`src/rtl/core/obr_pkg.sv`:
```
// Shared types and constants for the overwriting broadcast ring.
`default_nettype none
package obr_pkg;

  localparam int DATA_W = 32;
  localparam int CNT_W  = 64;
  localparam int ID_W   = 2;

  localparam logic REQ_PUBLISH = 1'b0;
  localparam logic REQ_CONSUME = 1'b1;

  typedef enum logic [3:0] {
    ST_IDLE = 4'b0001,
    ST_CUR  = 4'b0010,
    ST_SLOT = 4'b0100,
    ST_OUT  = 4'b1000
  } state_t;

  typedef struct packed {
    logic             has;
    logic             lap;
    logic [CNT_W-1:0] seq;
  } cur_res_t;

endpackage
`default_nettype wire

```
`src/rtl/core/obr_ram.sv`:
```
// Generic single-port-write, single-port-read RAM with registered read data.
`default_nettype none
module obr_ram #(
  parameter int WIDTH = 32,
  parameter int DEPTH = 8
) (
  input  wire logic                                   clk,
  input  wire logic                                   we,
  input  wire logic [(DEPTH > 1 ? $clog2(DEPTH) : 1)-1:0] waddr,
  input  wire logic [WIDTH-1:0]                       wdata,
  input  wire logic [(DEPTH > 1 ? $clog2(DEPTH) : 1)-1:0] raddr,
  output logic      [WIDTH-1:0]                       rdata
);

  logic [WIDTH-1:0] mem [DEPTH];

  always_ff @(posedge clk) begin
    if (we) begin
      mem[waddr] <= wdata;
    end
    rdata <= mem[raddr];
  end

endmodule
`default_nettype wire

```
`src/rtl/core/obr_lap_check.sv`:
```
// Reader cursor evaluation: availability, lap detection and effective sequence.
`default_nettype none
module obr_lap_check #(
  parameter int SLOTS = 8
) (
  input  wire logic [obr_pkg::CNT_W-1:0] cur_rd,
  input  wire logic                      cur_ok,
  input  wire logic [obr_pkg::CNT_W-1:0] wc,
  output obr_pkg::cur_res_t              res
);

  localparam logic [obr_pkg::CNT_W-1:0] SLOTS_C = obr_pkg::CNT_W'(SLOTS);

  logic [obr_pkg::CNT_W-1:0] cur;
  logic [obr_pkg::CNT_W-1:0] diff;
  logic [obr_pkg::CNT_W-1:0] base;

  always_comb begin
    cur      = cur_ok ? cur_rd : '0;
    diff     = wc - cur;
    base     = wc - SLOTS_C;
    res.has  = cur < wc;
    res.lap  = res.has && (diff > SLOTS_C);
    res.seq  = res.lap ? base : cur;
  end

endmodule
`default_nettype wire

```
`src/rtl/core/overwriting_broadcast_ring_top.sv`:
```
// Top level of the overwriting broadcast ring: sequencer, counters and RAMs.
//
//   channel  ports                                       transfer
//   input    start, busy, in_req_type/write_data/reader_id  start && !busy
//   result   out_valid, out_has_data/read_data/lapped/      out_valid, one cycle
//            read_seq/write_count
//
// Publish: busy stays low, so publishes run every cycle.
// Consume: cursor RAM read, then slot RAM read if a word is delivered; only
// the cursor read if the reader has caught up, none if the id is out of range.
// Busy holds off new requests. Result appears the cycle after the last step.
// Reset (rst_n low, synchronous) clears the count, cursors and sequencer.
// The receiver cannot stall; each result is shown for exactly one cycle.
`default_nettype none
module overwriting_broadcast_ring_top #(
  parameter int SLOTS   = 8,
  parameter int READERS = 4
) (
  input  wire logic                        clk,
  input  wire logic                        rst_n,
  input  wire logic                        start,
  output logic                             busy,
  input  wire logic                        in_req_type,
  input  wire logic [obr_pkg::DATA_W-1:0]  in_write_data,
  input  wire logic [obr_pkg::ID_W-1:0]    in_reader_id,
  output logic                             out_valid,
  output logic                             out_has_data,
  output logic      [obr_pkg::DATA_W-1:0]  out_read_data,
  output logic                             out_lapped,
  output logic      [obr_pkg::CNT_W-1:0]   out_read_seq,
  output logic      [obr_pkg::CNT_W-1:0]   out_write_count
);

  localparam int SW = $clog2(SLOTS);
  localparam int CW = READERS > 1 ? $clog2(READERS) : 1;

  obr_pkg::state_t              state_r, state_nxt;
  logic [obr_pkg::CNT_W-1:0]    wc_r, wc_nxt;
  logic [CW-1:0]                id_r, id_nxt;
  obr_pkg::cur_res_t            res_r, res_nxt;
  logic [READERS-1:0]           vld_r, vld_nxt;

  logic                         valid_r, valid_nxt;
  logic                         has_r, has_nxt;
  logic [obr_pkg::DATA_W-1:0]   data_r, data_nxt;
  logic                         lap_r, lap_nxt;
  logic [obr_pkg::CNT_W-1:0]    seq_r, seq_nxt;
  logic [obr_pkg::CNT_W-1:0]    owc_r, owc_nxt;

  logic                         accept;
  logic                         id_ok;
  logic                         slot_we;
  logic [SW-1:0]                slot_raddr;
  logic [obr_pkg::DATA_W-1:0]   slot_rdata;
  logic                         cur_we;
  logic [CW-1:0]                cur_raddr;
  logic [obr_pkg::CNT_W-1:0]    cur_rdata;
  obr_pkg::cur_res_t            chk_res;

  assign busy   = (state_r != obr_pkg::ST_IDLE);
  assign accept = start && !busy;
  assign id_ok  = (32'(in_reader_id) < READERS);

  assign slot_we    = accept && (in_req_type == obr_pkg::REQ_PUBLISH);
  assign slot_raddr = res_r.seq[SW-1:0];
  assign cur_we     = (state_r == obr_pkg::ST_SLOT);
  assign cur_raddr  = CW'(in_reader_id);

  obr_ram #(
    .WIDTH (obr_pkg::DATA_W),
    .DEPTH (SLOTS)
  ) u_slot_ram (
    .clk   (clk),
    .we    (slot_we),
    .waddr (wc_r[SW-1:0]),
    .wdata (in_write_data),
    .raddr (slot_raddr),
    .rdata (slot_rdata)
  );

  obr_ram #(
    .WIDTH (obr_pkg::CNT_W),
    .DEPTH (READERS)
  ) u_cur_ram (
    .clk   (clk),
    .we    (cur_we),
    .waddr (id_r),
    .wdata (res_r.seq + obr_pkg::CNT_W'(1)),
    .raddr (cur_raddr),
    .rdata (cur_rdata)
  );

  obr_lap_check #(
    .SLOTS (SLOTS)
  ) u_lap_check (
    .cur_rd (cur_rdata),
    .cur_ok (vld_r[id_r]),
    .wc     (wc_r),
    .res    (chk_res)
  );

  always_comb begin
    state_nxt = state_r;
    wc_nxt    = wc_r;
    id_nxt    = id_r;
    res_nxt   = res_r;
    vld_nxt   = vld_r;
    valid_nxt = 1'b0;
    has_nxt   = 1'b0;
    data_nxt  = '0;
    lap_nxt   = 1'b0;
    seq_nxt   = '0;
    owc_nxt   = wc_r;
    unique case (state_r)
      obr_pkg::ST_IDLE: begin
        if (accept) begin
          id_nxt = CW'(in_reader_id);
          if (in_req_type == obr_pkg::REQ_PUBLISH) begin
            wc_nxt    = wc_r + obr_pkg::CNT_W'(1);
            owc_nxt   = wc_r + obr_pkg::CNT_W'(1);
            valid_nxt = 1'b1;
          end else if (!id_ok) begin
            valid_nxt = 1'b1;
          end else begin
            state_nxt = obr_pkg::ST_CUR;
          end
        end
      end
      obr_pkg::ST_CUR: begin
        res_nxt = chk_res;
        if (chk_res.has) begin
          state_nxt = obr_pkg::ST_SLOT;
        end else begin
          valid_nxt = 1'b1;
          state_nxt = obr_pkg::ST_IDLE;
        end
      end
      obr_pkg::ST_SLOT: begin
        vld_nxt[id_r] = 1'b1;
        state_nxt     = obr_pkg::ST_OUT;
      end
      obr_pkg::ST_OUT: begin
        valid_nxt = 1'b1;
        has_nxt   = 1'b1;
        data_nxt  = slot_rdata;
        lap_nxt   = res_r.lap;
        seq_nxt   = res_r.seq;
        state_nxt = obr_pkg::ST_IDLE;
      end
      default: begin
        state_nxt = obr_pkg::ST_IDLE;
      end
    endcase
  end

  always_ff @(posedge clk) begin
    if (!rst_n) begin
      state_r <= obr_pkg::ST_IDLE;
      wc_r    <= '0;
      vld_r   <= '0;
      valid_r <= 1'b0;
    end else begin
      state_r <= state_nxt;
      wc_r    <= wc_nxt;
      vld_r   <= vld_nxt;
      valid_r <= valid_nxt;
    end
  end

  always_ff @(posedge clk) begin
    id_r   <= id_nxt;
    res_r  <= res_nxt;
    has_r  <= has_nxt;
    data_r <= data_nxt;
    lap_r  <= lap_nxt;
    seq_r  <= seq_nxt;
    owc_r  <= owc_nxt;
  end

  assign out_valid       = valid_r;
  assign out_has_data    = has_r;
  assign out_read_data   = data_r;
  assign out_lapped      = lap_r;
  assign out_read_seq    = seq_r;
  assign out_write_count = owc_r;

endmodule
`default_nettype wire

```
`config.mk`:
```
export PLATFORM = sky130hd
export DESIGN_NAME = overwriting_broadcast_ring_top
export DESIGN_NICKNAME = d
export VERILOG_FILES = /design/src/rtl/core/obr_pkg.sv /design/src/rtl/core/obr_ram.sv /design/src/rtl/core/obr_lap_check.sv /design/src/rtl/core/overwriting_broadcast_ring_top.sv
export SDC_FILE = /design/constraint.sdc
export NUM_CORES = 1
export LEC_CHECK = 0
export ABC_AREA = 1
export BUFFER_PORTS_ARGS = -buffer_cell sky130_fd_sc_hd__buf_4
export CAP_MARGIN = 15
export CORE_MARGIN = 1.5
export CORE_UTILIZATION = 50
export DETAILED_ROUTE_END_ITERATION = 6
export GPL_TIMING_DRIVEN = 0
export PLACE_DENSITY = 0.7
export SLEW_MARGIN = 25
export SYNTH_ARGS = -nofsm -noshare
export SYNTH_HDL_FRONTEND = slang
export SYNTH_SLANG_ARGS = --single-unit
```
`constraint.sdc`:
```
create_clock -name clk -period 7.9 [get_ports clk]
set_input_delay 1.185 -clock clk [delete_from_list [all_inputs] [get_ports clk]]
set_output_delay 1.185 -clock clk [all_outputs]
set_load 0.01 [all_outputs]
```
# Yosys cells after proc, flatten, opt, wreduce, memory -nomap -nowiden
# Memory sizes are Yosys's and may differ from the RTL's. A register that Yosys moved wholly into a read port is not among the register bits.
# Cells that the tools add are included.
# totals
elab_cells,60
output_inout_bits,164
ramBits,512
input_bits,38
register_bits,302
latchBits,0
rom_bits,0
n_memories,2
# mem_list
name,depth,word_bits,read_ports,rd_clocked_by_memory_dff,wr,line_no,source
u_cur_ram.mem,4,64,1,1,1,obr_ram.sv:15,logic [WIDTH-1:0] mem [DEPTH];
u_slot_ram.mem,8,32,1,1,1,obr_ram.sv:15,
# classes
eq_ne,7
mux,22
multipliers,0
n_bitwise,2
shifts,0
n_div,0
order_cmp,4
n_addsub,4
reduce_logical,7
# ops
cell,n
$mux 64,5
$add 64x1->64 const B,2
$gt 64x4->1 const B,1
$lt 64x64->1,1
$sub 64x4->64 const B,1
$sub 64x64->64,1
$pmux 4 s3,1
$mux 1,10
$mux 4,2
$eq 4x1->1 const B,1
$eq 4x2->1 const B,1
$eq 4x3->1 const B,1
$eq 4x4->1 const B,1
$logic_and 1x1->1,4
$ne 2x2->1 const B,2
$ne 4x1->1 const B,1
$or 4x4->4,1
$reduce_and 2->1,2
$lt 2x3->1 const B,1
$mux 3,1
$pmux 1 s3,1
$bmux 1 s2,1
$demux 1 s2,1
$ge 2x1->1 const B,1
other kinds (2),2

# Longest topological paths before layout
# Gate-level depths: netlist (run 1).
# depth
ltp_word,7
ltp_mapped,32
mapped_depth_nobuf,29

# Cells and area by module
# Synthesis (run 1) repeated with hierarchy kept, for this count alone.
# unflattened
cells_unflattened,5693
area_unflattened_um2,45298.4
# by_module_without_submodules
module,instances,area_per_inst_um2,seq_area_each_um2,cells_each
overwriting_broadcast_ring_top,1,12429.4,6716.4,1533
obr_ram (u_cur_ram),1,12042.8,8968.6,1074
obr_ram (u_slot_ram),1,11872.6,8328.0,1156
obr_lap_check,1,8953.6,0.0,1930

# Least setup slack after synthesis (run 1)
# Ideal clock, no wire load.
# synth_timing
path_type,register to register
from,register state_r[0]
to,register state_r[0]
period_less_slack_ns,7.562
setup_slack_ns,0.338
arrival_ns,7.440
setup_time_ns,0.122
stages_incl_launch_ff,5
n_path_buf,0
t_required_ns,7.778
cell_sequence,dfxtp_1 > nor4_1 > nand2_1 > nand3_1 > nand2_1
# synth_via
elab_chain_len,5
elab_cells_between_ends,10
classes_between,6 x eq/ne; 1 x mux; 3 x reduce/logical
# synth_lines
item,line_no,source
"start, declared",overwriting_broadcast_ring_top.sv:37,"obr_pkg::state_t state_r, state_nxt;"
"start signal, assigned",overwriting_broadcast_ring_top.sv:158,state_r <= obr_pkg::ST_IDLE;
"start signal, assigned",overwriting_broadcast_ring_top.sv:163,state_r <= state_nxt;
$ne 4x1->1,overwriting_broadcast_ring_top.sv:60,assign busy = (state_r != obr_pkg::ST_IDLE);
$logic_not 1->1,overwriting_broadcast_ring_top.sv:61,assign accept = start && !busy;
$logic_and 1x1->1,overwriting_broadcast_ring_top.sv:61,
$ne 2x2->1 (no source line),n/a,
$reduce_and 2->1 (no source line),n/a,
# Several ways; a longest one is shown, not always the timed one.
# A chain may end at the register's enable or synchronous reset.

==> results of run 1 <==
-- state kept, by name, summed over array words and instances, names as in the netlist --
signal,count
id_r,2
out_read_data,32
out_read_seq,64
wc_r,64
state_r,4
out_write_count,64
out_lapped,1
vld_r,4
out_valid,1
res_r,65
u_cur_ram.rdata,64
out_has_data,1
u_slot_ram.rdata,32
u_slot_ram.mem,256
u_cur_ram.mem,256
-- critical path, delay by kind of cell, from the launching register on --
family                     cells  cell delay, ns
buffers and inverters          6            1.39
DFF                            1            0.43
and+or+nand+nor               22            3.45
adders and majority gates      1            0.32
-- metal layers --
| metal | vias up | GRT usage (%) | part of all wire [%] |
|---|---|---|---|
| met3 | 343 | 3.70 | 6.8 |
| met2 | 1401 | 50.3 | 47 |
| li1 | 16000 | - | - |
| met4 | 4 | 16.7 | 6.1 |
| met5 | - | 0 | 0.023 |
| met1 | 15600 | 37.9 | 40 |
-- power by group through the flow --
stage / sequential, mW / clock [mW] / combinational, mW
floorplan: 5.22 / 0 / 0.256
global placement: 5.23 / 0 / 0.417
detailed placement: 5.23 / 0 / 0.431
CTS: 5.13 / 4.56 / 0.434
global route: 5.13 / 4.75 / 0.482
finish: 5.13 / 4.51 / 0.441
-- through the flow --
step | instances | TNS, ns | utilization, % | power [mW]
floorplan | 4689 | 0 | - | 5.47
global placement | 5960 | -523.55 | 54.0 | 5.65
detailed placement | 6039 | 0 | 54.9 | 5.66
CTS | 6213 | 0 | 58.8 | 10.1
global route | 6214 | 0 | 58.8 | 10.4
finish | 6214 | 0 | 58.8 | 10.1
-- Yosys cell counts (2+ instances only) --
cell,count,area share (%)
ha_1,69,2.1
nor2_1,799,7.2
nand3b_1,15,0.27
nor3_2,7,0.17
edfxtp_1,579,42
xnor2_1,9,0.19
buf_6,9,0.24
nor3_1,102,1.2
o21ai_1,2,0.024
buf_1,7,0.063
and2_1,21,0.32
inv_1,630,5.7
or2_2,3,0.045
o21a_1,5,0.090
buf_2,11,0.13
nand2_2,13,0.20
o21ai_0,274,3.3
nand2_1,989,8.9
buf_4,3,0.054
clkinv_1,2,0.018
inv_2,12,0.11
o31ai_1,2,0.036
dfxtp_1,331,16
a31oi_1,33,0.50
xor2_1,157,3.3
clkbuf_1,121,1.1
nand4_2,2,0.060
nand4_1,56,0.84
nor3b_1,2,0.036
nand3_1,175,2.1
nor4_1,33,0.50
nor2_4,8,0.22
a21o_1,2,0.036
o22ai_1,97,1.5
o21bai_1,8,0.14
a21oi_1,70,0.84
and3_1,3,0.045
nor2_2,15,0.23
nand3_2,6,0.14
-- cells by family after synthesis --
| family | count (synthesis) | share of synthesized area (%) |
|---|---|---|
| xor gates and xnor gates | 166 | 3.50 |
| and+or+nand+nor | 2251 | 22.6 |
| buffers and inverters | 795 | 7.41 |
| DFF | 910 | 57.8 |
| AOI/OAI and AO/OA | 497 | 6.51 |
| adders and majority gates | 70 | 2.13 |
-- cell type report --
| class | count | area [um^2] |
|---|---|---|
| fillers | 7131 | 33800 |
| flip-flops and latches | 910 | 24000 |
| multi-input cells | 2984 | 14500 |
| clock buffers | 130 | 2660 |
| inverters | 644 | 2420 |
| repair buffers | 280 | 2150 |
| well taps | 1070 | 1340 |
| plain buffers | 151 | 661 |
| clock inverters | 44 | 551 |
| diodes | 1 | 2.50 |
-- path summary, 6_finish.rpt --
check | startpoint | to | depth (start not counted)
worst max-delay path | id_r[0] | res_r[57] | 29
worst min-delay path | u_slot_ram.rdata[13] | out_read_data[13] | 2
worst max register to register | id_r[0] | res_r[57] | 29
worst min register to register | u_slot_ram.rdata[13] | out_read_data[13] | 2
==> results.py, run 1 <==
metrics = {
    "power": {
        "cellPowerDensity_nw_per_um2": 209,
        "ir_drop_mv": 0.255,
        "power.internal_mw": 7.80,
        "p_seq_share_pct": 50.9,
        "sw_frac_of_total_pct": 22.6,
        "leakage_nw": 21.4,
        "clkPwrFrac_pct": 44.7,
        "comb_power_share_pct": 4.4,
        "switching_power_mw": 2.28,
    },
    "floorplan": {
        "start_util_pct": 50.6,
        "die_h_um": 291,
        "rows": 105,
        "io_pins": 202,
        "die-area_um2": 84800,
        "coreArea_um2": 82100,
        "die_w_um": 291,
    },
    "timing": {
        "slew_violations": 0,
        "holdWs_ns": 0.403,
        "tightest_slew_ns": 1.15,
        "finalHoldViolCount": 0,
        "rsz0062_at_grt": "false",
        "setup_ws_ns": 2.00,
        "min_period_over_period_pct": 74.6,
        "finalSetupViolCount": 0,
        "finalClockSkew_ns": 0.0576,
        "period_needed_ns": 5.90,
        "fmax_mhz": 170,
        "timing.slew.headroom_pct": 22.5,
    },
    "critical_path": {
        "ff2ff_setup_slack_ns": 2.00,
        "start_kind": "register",
        "arrival_ns": 6.28,
        "max_stage_delay_ns": 0.91,
        "worst_setup_path_end_kind": "register",
        "crit_required_ns": 8.28,
        "cpMostUsedCell": "nand2_1",
        "cp_slowest_cell": "nor3_1",
        "critPathKind": "register to register",
        "cp_max_fo": 10,
    },
    "clock_network": {
        "insertion_delay_ns": 0.69,
        "post_cts_resized": 0,
        "cts_tree": "yes",
        "postCtsSetupBuffers": 0,
        "cts_sinks": 910,
        "numCtsBuffers": 92,
        "path_clk_slew_ns": 0.06,
        "cts_root_buf": "clkbuf_16",
        "htreeDepth": 3,
        "clockBufferDepth": 3,
        "cts_hold_buf": 0,
    },
    "detailed_routing": {
        "drtPass1Iterations": 6,
        "drtIter0Drc": 3385,
        "vias": 33300,
        "wire_per_inst_um": 20.7,
        "antenna_left": 0,
        "avgViaCountPerCell": 5.36,
        "drc": 0,
        "totalWireLength_um": 129000,
    },
    "layout": {
        "drive_gt1_share_pct": 10.5,
        "area_growth_pct": 16.4,
        "final_common_cell": "nand2_1",
        "design_area_um2": 48300,
        "final_nets": 5171,
        "final_cell_mix": "nand2_1, nor2_1, inv_1",
    },
    "synth": {
        "syn_inst": 4689,
        "syn_avg_cell_area_um2": 8.85,
        "synth-main-ff-cell": "edfxtp_1",
        "yosys_register_bits": 910,
        "ys_types": 46,
        "synth_edf_count": 579,
        "ys_warn_count": 0,
        "synth-seq-area-share_pct": 57.8,
        "syn-num-nets": 4797,
        "netlist_area_um2": 41500,
        "synthArstFlopShare_pct": 0,
    },
    "global_route": {
        "grt_overflow": 0,
        "grt_pass1_vias": 31500,
        "track_usage_pct": 30.1,
        "grt_pass1_wl_um": 191000,
        "antenna_found_initial": 5,
        "grt_max_degree": 21,
    },
    "hold_path": {
        "hold_class": "register to register",
    },
    "status": {
        "status": "completed",
    },
    "place": {
        "place_area_um2": 45100,
        "gp_congestion": 1.03,
        "port_buffers": 201,
        "place_ws_ns": 2.37,
        "post-dp-hpwl_um": 101000,
    },
    "run": {
        "cap_violations": 0,
    },
}
(Power assumes the default switching activity.)
==> inputs of run 2 (changes only) <==
--- a/config.mk
+++ b/config.mk
@@ -5,7 +5,7 @@
 export SDC_FILE = /design/constraint.sdc
 export NUM_CORES = 1
 export LEC_CHECK = 0
-export ABC_AREA = 1
+export ABC_AREA = 0
 export BUFFER_PORTS_ARGS = -buffer_cell sky130_fd_sc_hd__buf_4
 export CAP_MARGIN = 15
 export CORE_MARGIN = 1.5
==> constraint.sdc (replaced) <==
create_clock -name clk -period 5.3 [get_ports clk]
set_input_delay 0.795 -clock clk [delete_from_list [all_inputs] [get_ports clk]]
set_output_delay 0.795 -clock clk [all_outputs]
set_load 0.01 [all_outputs]
==> run 2 against run 1 <==
- clock-buffer cell count decreased by 5
- the flow now finishes with violations (negative setup slack)
- sequential share of layout area increased by 3.1 points
- clock power rose by 43%
- flip-flop and latch count did not move
- global-route usage shrank 5.7 points
- synthesized cell count down 44%
==> results.py, run 2 <==
metrics = {
    "timing": {
        "period_needed_ns": 5.47,
        "slew_violations": 0,
        "finalSetupViolCount": 64,
        "setup_ws_ns": -0.169,
        "finalHoldViolCount": 0,
        "tightest_slew_ns": 0.951,
        "finalClockSkew_ns": 0.0560,
        "setup_tns_ns": -8.23,
        "rsz0062_at_grt": "true",
        "min_period_over_period_pct": 103,
        "fmax_mhz": 183,
        "holdWs_ns": 0.322,
        "timing.slew.headroom_pct": 35.7,
    },
    "critical_path": {
        "cp_slowest_cell": "mux4_2",
        "start_kind": "register",
        "cp_max_fo": 7,
        "cp_top_family": "simple AND/OR/NAND/NOR gates",
        "worst_setup_path_end_kind": "register",
        "arrival_ns": 5.85,
        "crit_required_ns": 5.68,
        "max_stage_delay_ns": 0.57,
        "critPathBufInv": 6,
        "path_cells": "mux4_2 -> buf_8 -> clkbuf_16 -> nand2_8 -> ha_4 -> buf_6 -> a21oi_2 -> o21ai_2 -> a221o_1 -> a221oi_4 -> buf_6 -> nor3_2 -> or3_1 -> a211o_1 -> nor4_2 -> and4_1 -> nand4_1 -> nor4_4 -> a31oi_4 -> buf_12 -> clkbuf_16 -> mux2i_1",
        "critPathKind": "register to register",
    },
    "floorplan": {
        "coreArea_um2": 73300,
        "die_h_um": 276,
        "io_pins": 202,
        "die-area_um2": 76000,
        "rows": 99,
        "start_util_pct": 50.7,
        "die_w_um": 276,
    },
    "status": {
        "status": "complete, but fails checks",
        "failed_checks": "negative setup slack",
    },
    "power": {
        "power.internal_mw": 11.5,
        "p_seq_share_pct": 52.3,
        "cellPowerDensity_nw_per_um2": 321,
        "sw_frac_of_total_pct": 21.1,
        "leakage_nw": 17.2,
        "comb_power_share_pct": 3.7,
        "switching_power_mw": 3.08,
        "clkPwrFrac_pct": 44.0,
        "ir_drop_mv": 0.320,
    },
    "layout": {
        "utilization_pct": 62.0,
        "drive_gt1_share_pct": 26.4,
        "reg_top3": "u_cur_ram.mem: 256 flops, u_slot_ram.mem: 256 flops, res_r: 65 flops",
        "design_area_um2": 45500,
        "final_nets": 3141,
        "final_cell_mix": "edfxtp_1, dfxtp_1, buf_4",
        "area_growth_pct": 22.3,
        "final_common_cell": "edfxtp_1",
    },
    "synth": {
        "synth_top_area_share_pct": 46.8,
        "syn-num-nets": 2750,
        "ys_warn_count": 0,
        "synth-main-ff-cell": "edfxtp_1",
        "netlist_top_cells_count": "edfxtp_1, dfxtp_1, nand2_1",
        "ys_types": 78,
        "synth-seq-area-share_pct": 64.6,
        "synth_edf_count": 579,
        "synthArstFlopShare_pct": 0,
        "yosysMostFrequentCell": "edfxtp_1",
        "synth_top_area_cell": "edfxtp_1",
        "synthTopCellsByArea": "edfxtp_1, dfxtp_1, mux4_2",
        "yosys_register_bits": 910,
        "syn_avg_cell_area_um2": 14.1,
        "syn_inst": 2642,
        "netlist_area_um2": 37200,
    },
    "run": {
        "cap_violations": 0,
    },
    "clock_network": {
        "clockBufferDepth": 3,
        "cts_tree": "yes",
        "path_clk_slew_ns": 0.06,
        "cts_sinks": 910,
        "numCtsBuffers": 92,
        "insertion_delay_ns": 0.68,
        "cts_root_buf": "clkbuf_16",
        "cts_hold_buf": 0,
        "htreeDepth": 3,
    },
    "place": {
        "port_buffers": 200,
        "post-dp-hpwl_um": 66100,
        "place_area_um2": 40700,
        "gp_congestion": 0.915,
        "place_ws_ns": -1.76,
    },
    "global_route": {
        "antenna_found_initial": 3,
        "grt_pass1_wl_um": 140000,
        "grt_pass1_vias": 23600,
        "track_usage_pct": 24.4,
        "grt_overflow": 0,
        "grt_max_degree": 27,
    },
    "hold_path": {
        "hold_class": "input port to register",
    },
    "detailed_routing": {
        "vias": 23100,
        "totalWireLength_um": 92600,
        "antenna_left": 0,
        "drc": 0,
        "avgViaCountPerCell": 5.67,
        "drtPass1Iterations": 7,
        "drtIter0Drc": 1640,
        "wire_per_inst_um": 22.7,
    },
}
[run 2: final cells by class]
| type | count | area, um^2 |
|---|---|---|
| diodes | 2 | 5.00 |
| plain buffers | 91 | 554 |
| clock buffers | 125 | 2610 |
| clock inverters | 48 | 479 |
| fillers | 5501 | 27900 |
| inverters | 32 | 120 |
| multi-input cells | 1592 | 13700 |
| flip-flops and latches | 910 | 24000 |
| well taps | 959 | 1200 |
| repair buffers | 314 | 2740 |
[run 2: path summary, 6_finish.rpt]
| kind | startpoint | endpoint | slack, ns | cells after the start |
|---|---|---|---|---|
| max | id_r[0] | res_r[21] | -0.17 | 22 |
| min | in_reader_id[1] | id_r[1] | 0.32 | 1 |
| max reg2reg | id_r[0] | res_r[21] | -0.17 | 22 |
| min reg2reg | u_slot_ram.rdata[29] | out_read_data[29] | 0.42 | 1 |
[run 2: worst reg2reg max path, delay by kind of cell (launching register included)]
family	cells	cell delay, ns
simple gates	7	1.51
compound gates	6	1.37
buf+inv	6	1.03
mux	2	0.69
flops	1	0.37
fa+ha+maj	1	0.19
[run 2: repair_timing]
action	4_1_cts	5_1_grt
pin swaps	41	27
endpoints found under the hold margin	0	0
cloned	3	3
gates resized for setup	198	52
setup endpoints to repair	97	81
setup buffers	41	12
[run 2: cell families (layout without fill, tap and decap cells)]
logic type / count (synthesis) / after routing / synth area share [%]
and+or+nand+nor: 803 / 803 / 11.1
buffers and inverters: 140 / 610 / 1.54
xor gates and xnor gates: 226 / 226 / 5.32
AOI/OAI and AO/OA: 263 / 263 / 4.46
muxes: 230 / 230 / 10.7
other: 0 / 2 / 0
DFF: 910 / 910 / 64.6
adders and majority gates: 70 / 70 / 2.38
[run 2: power by group through the flow]
stage | registers, mW | logic (mW) | clock network, mW
after floorplan | 7.76 | 0.295 | 0
after global placement | 7.78 | 0.431 | 0
after detailed placement | 7.77 | 0.451 | 0
after CTS | 7.62 | 0.495 | 6.54
after global routing | 7.63 | 0.572 | 6.81
final | 7.63 | 0.538 | 6.43
[run 2: metal layers]
| layer | GRT usage, % | part of all wire (%) |
|---|---|---|
| met1 | 32.1 | 42 |
| met2 | 41.5 | 50 |
| met3 | 3.98 | 5.6 |
| met4 | 7.61 | 2.7 |
| met5 | 0 | 0.014 |
[run 2: per-stage QoR]
stage	cells	total power, mW
floorplan	2642	8.06
global placement	3801	8.21
detailed placement	3856	8.22
global route	4071	15.0
CTS	4057	14.7
finish	4073	14.6
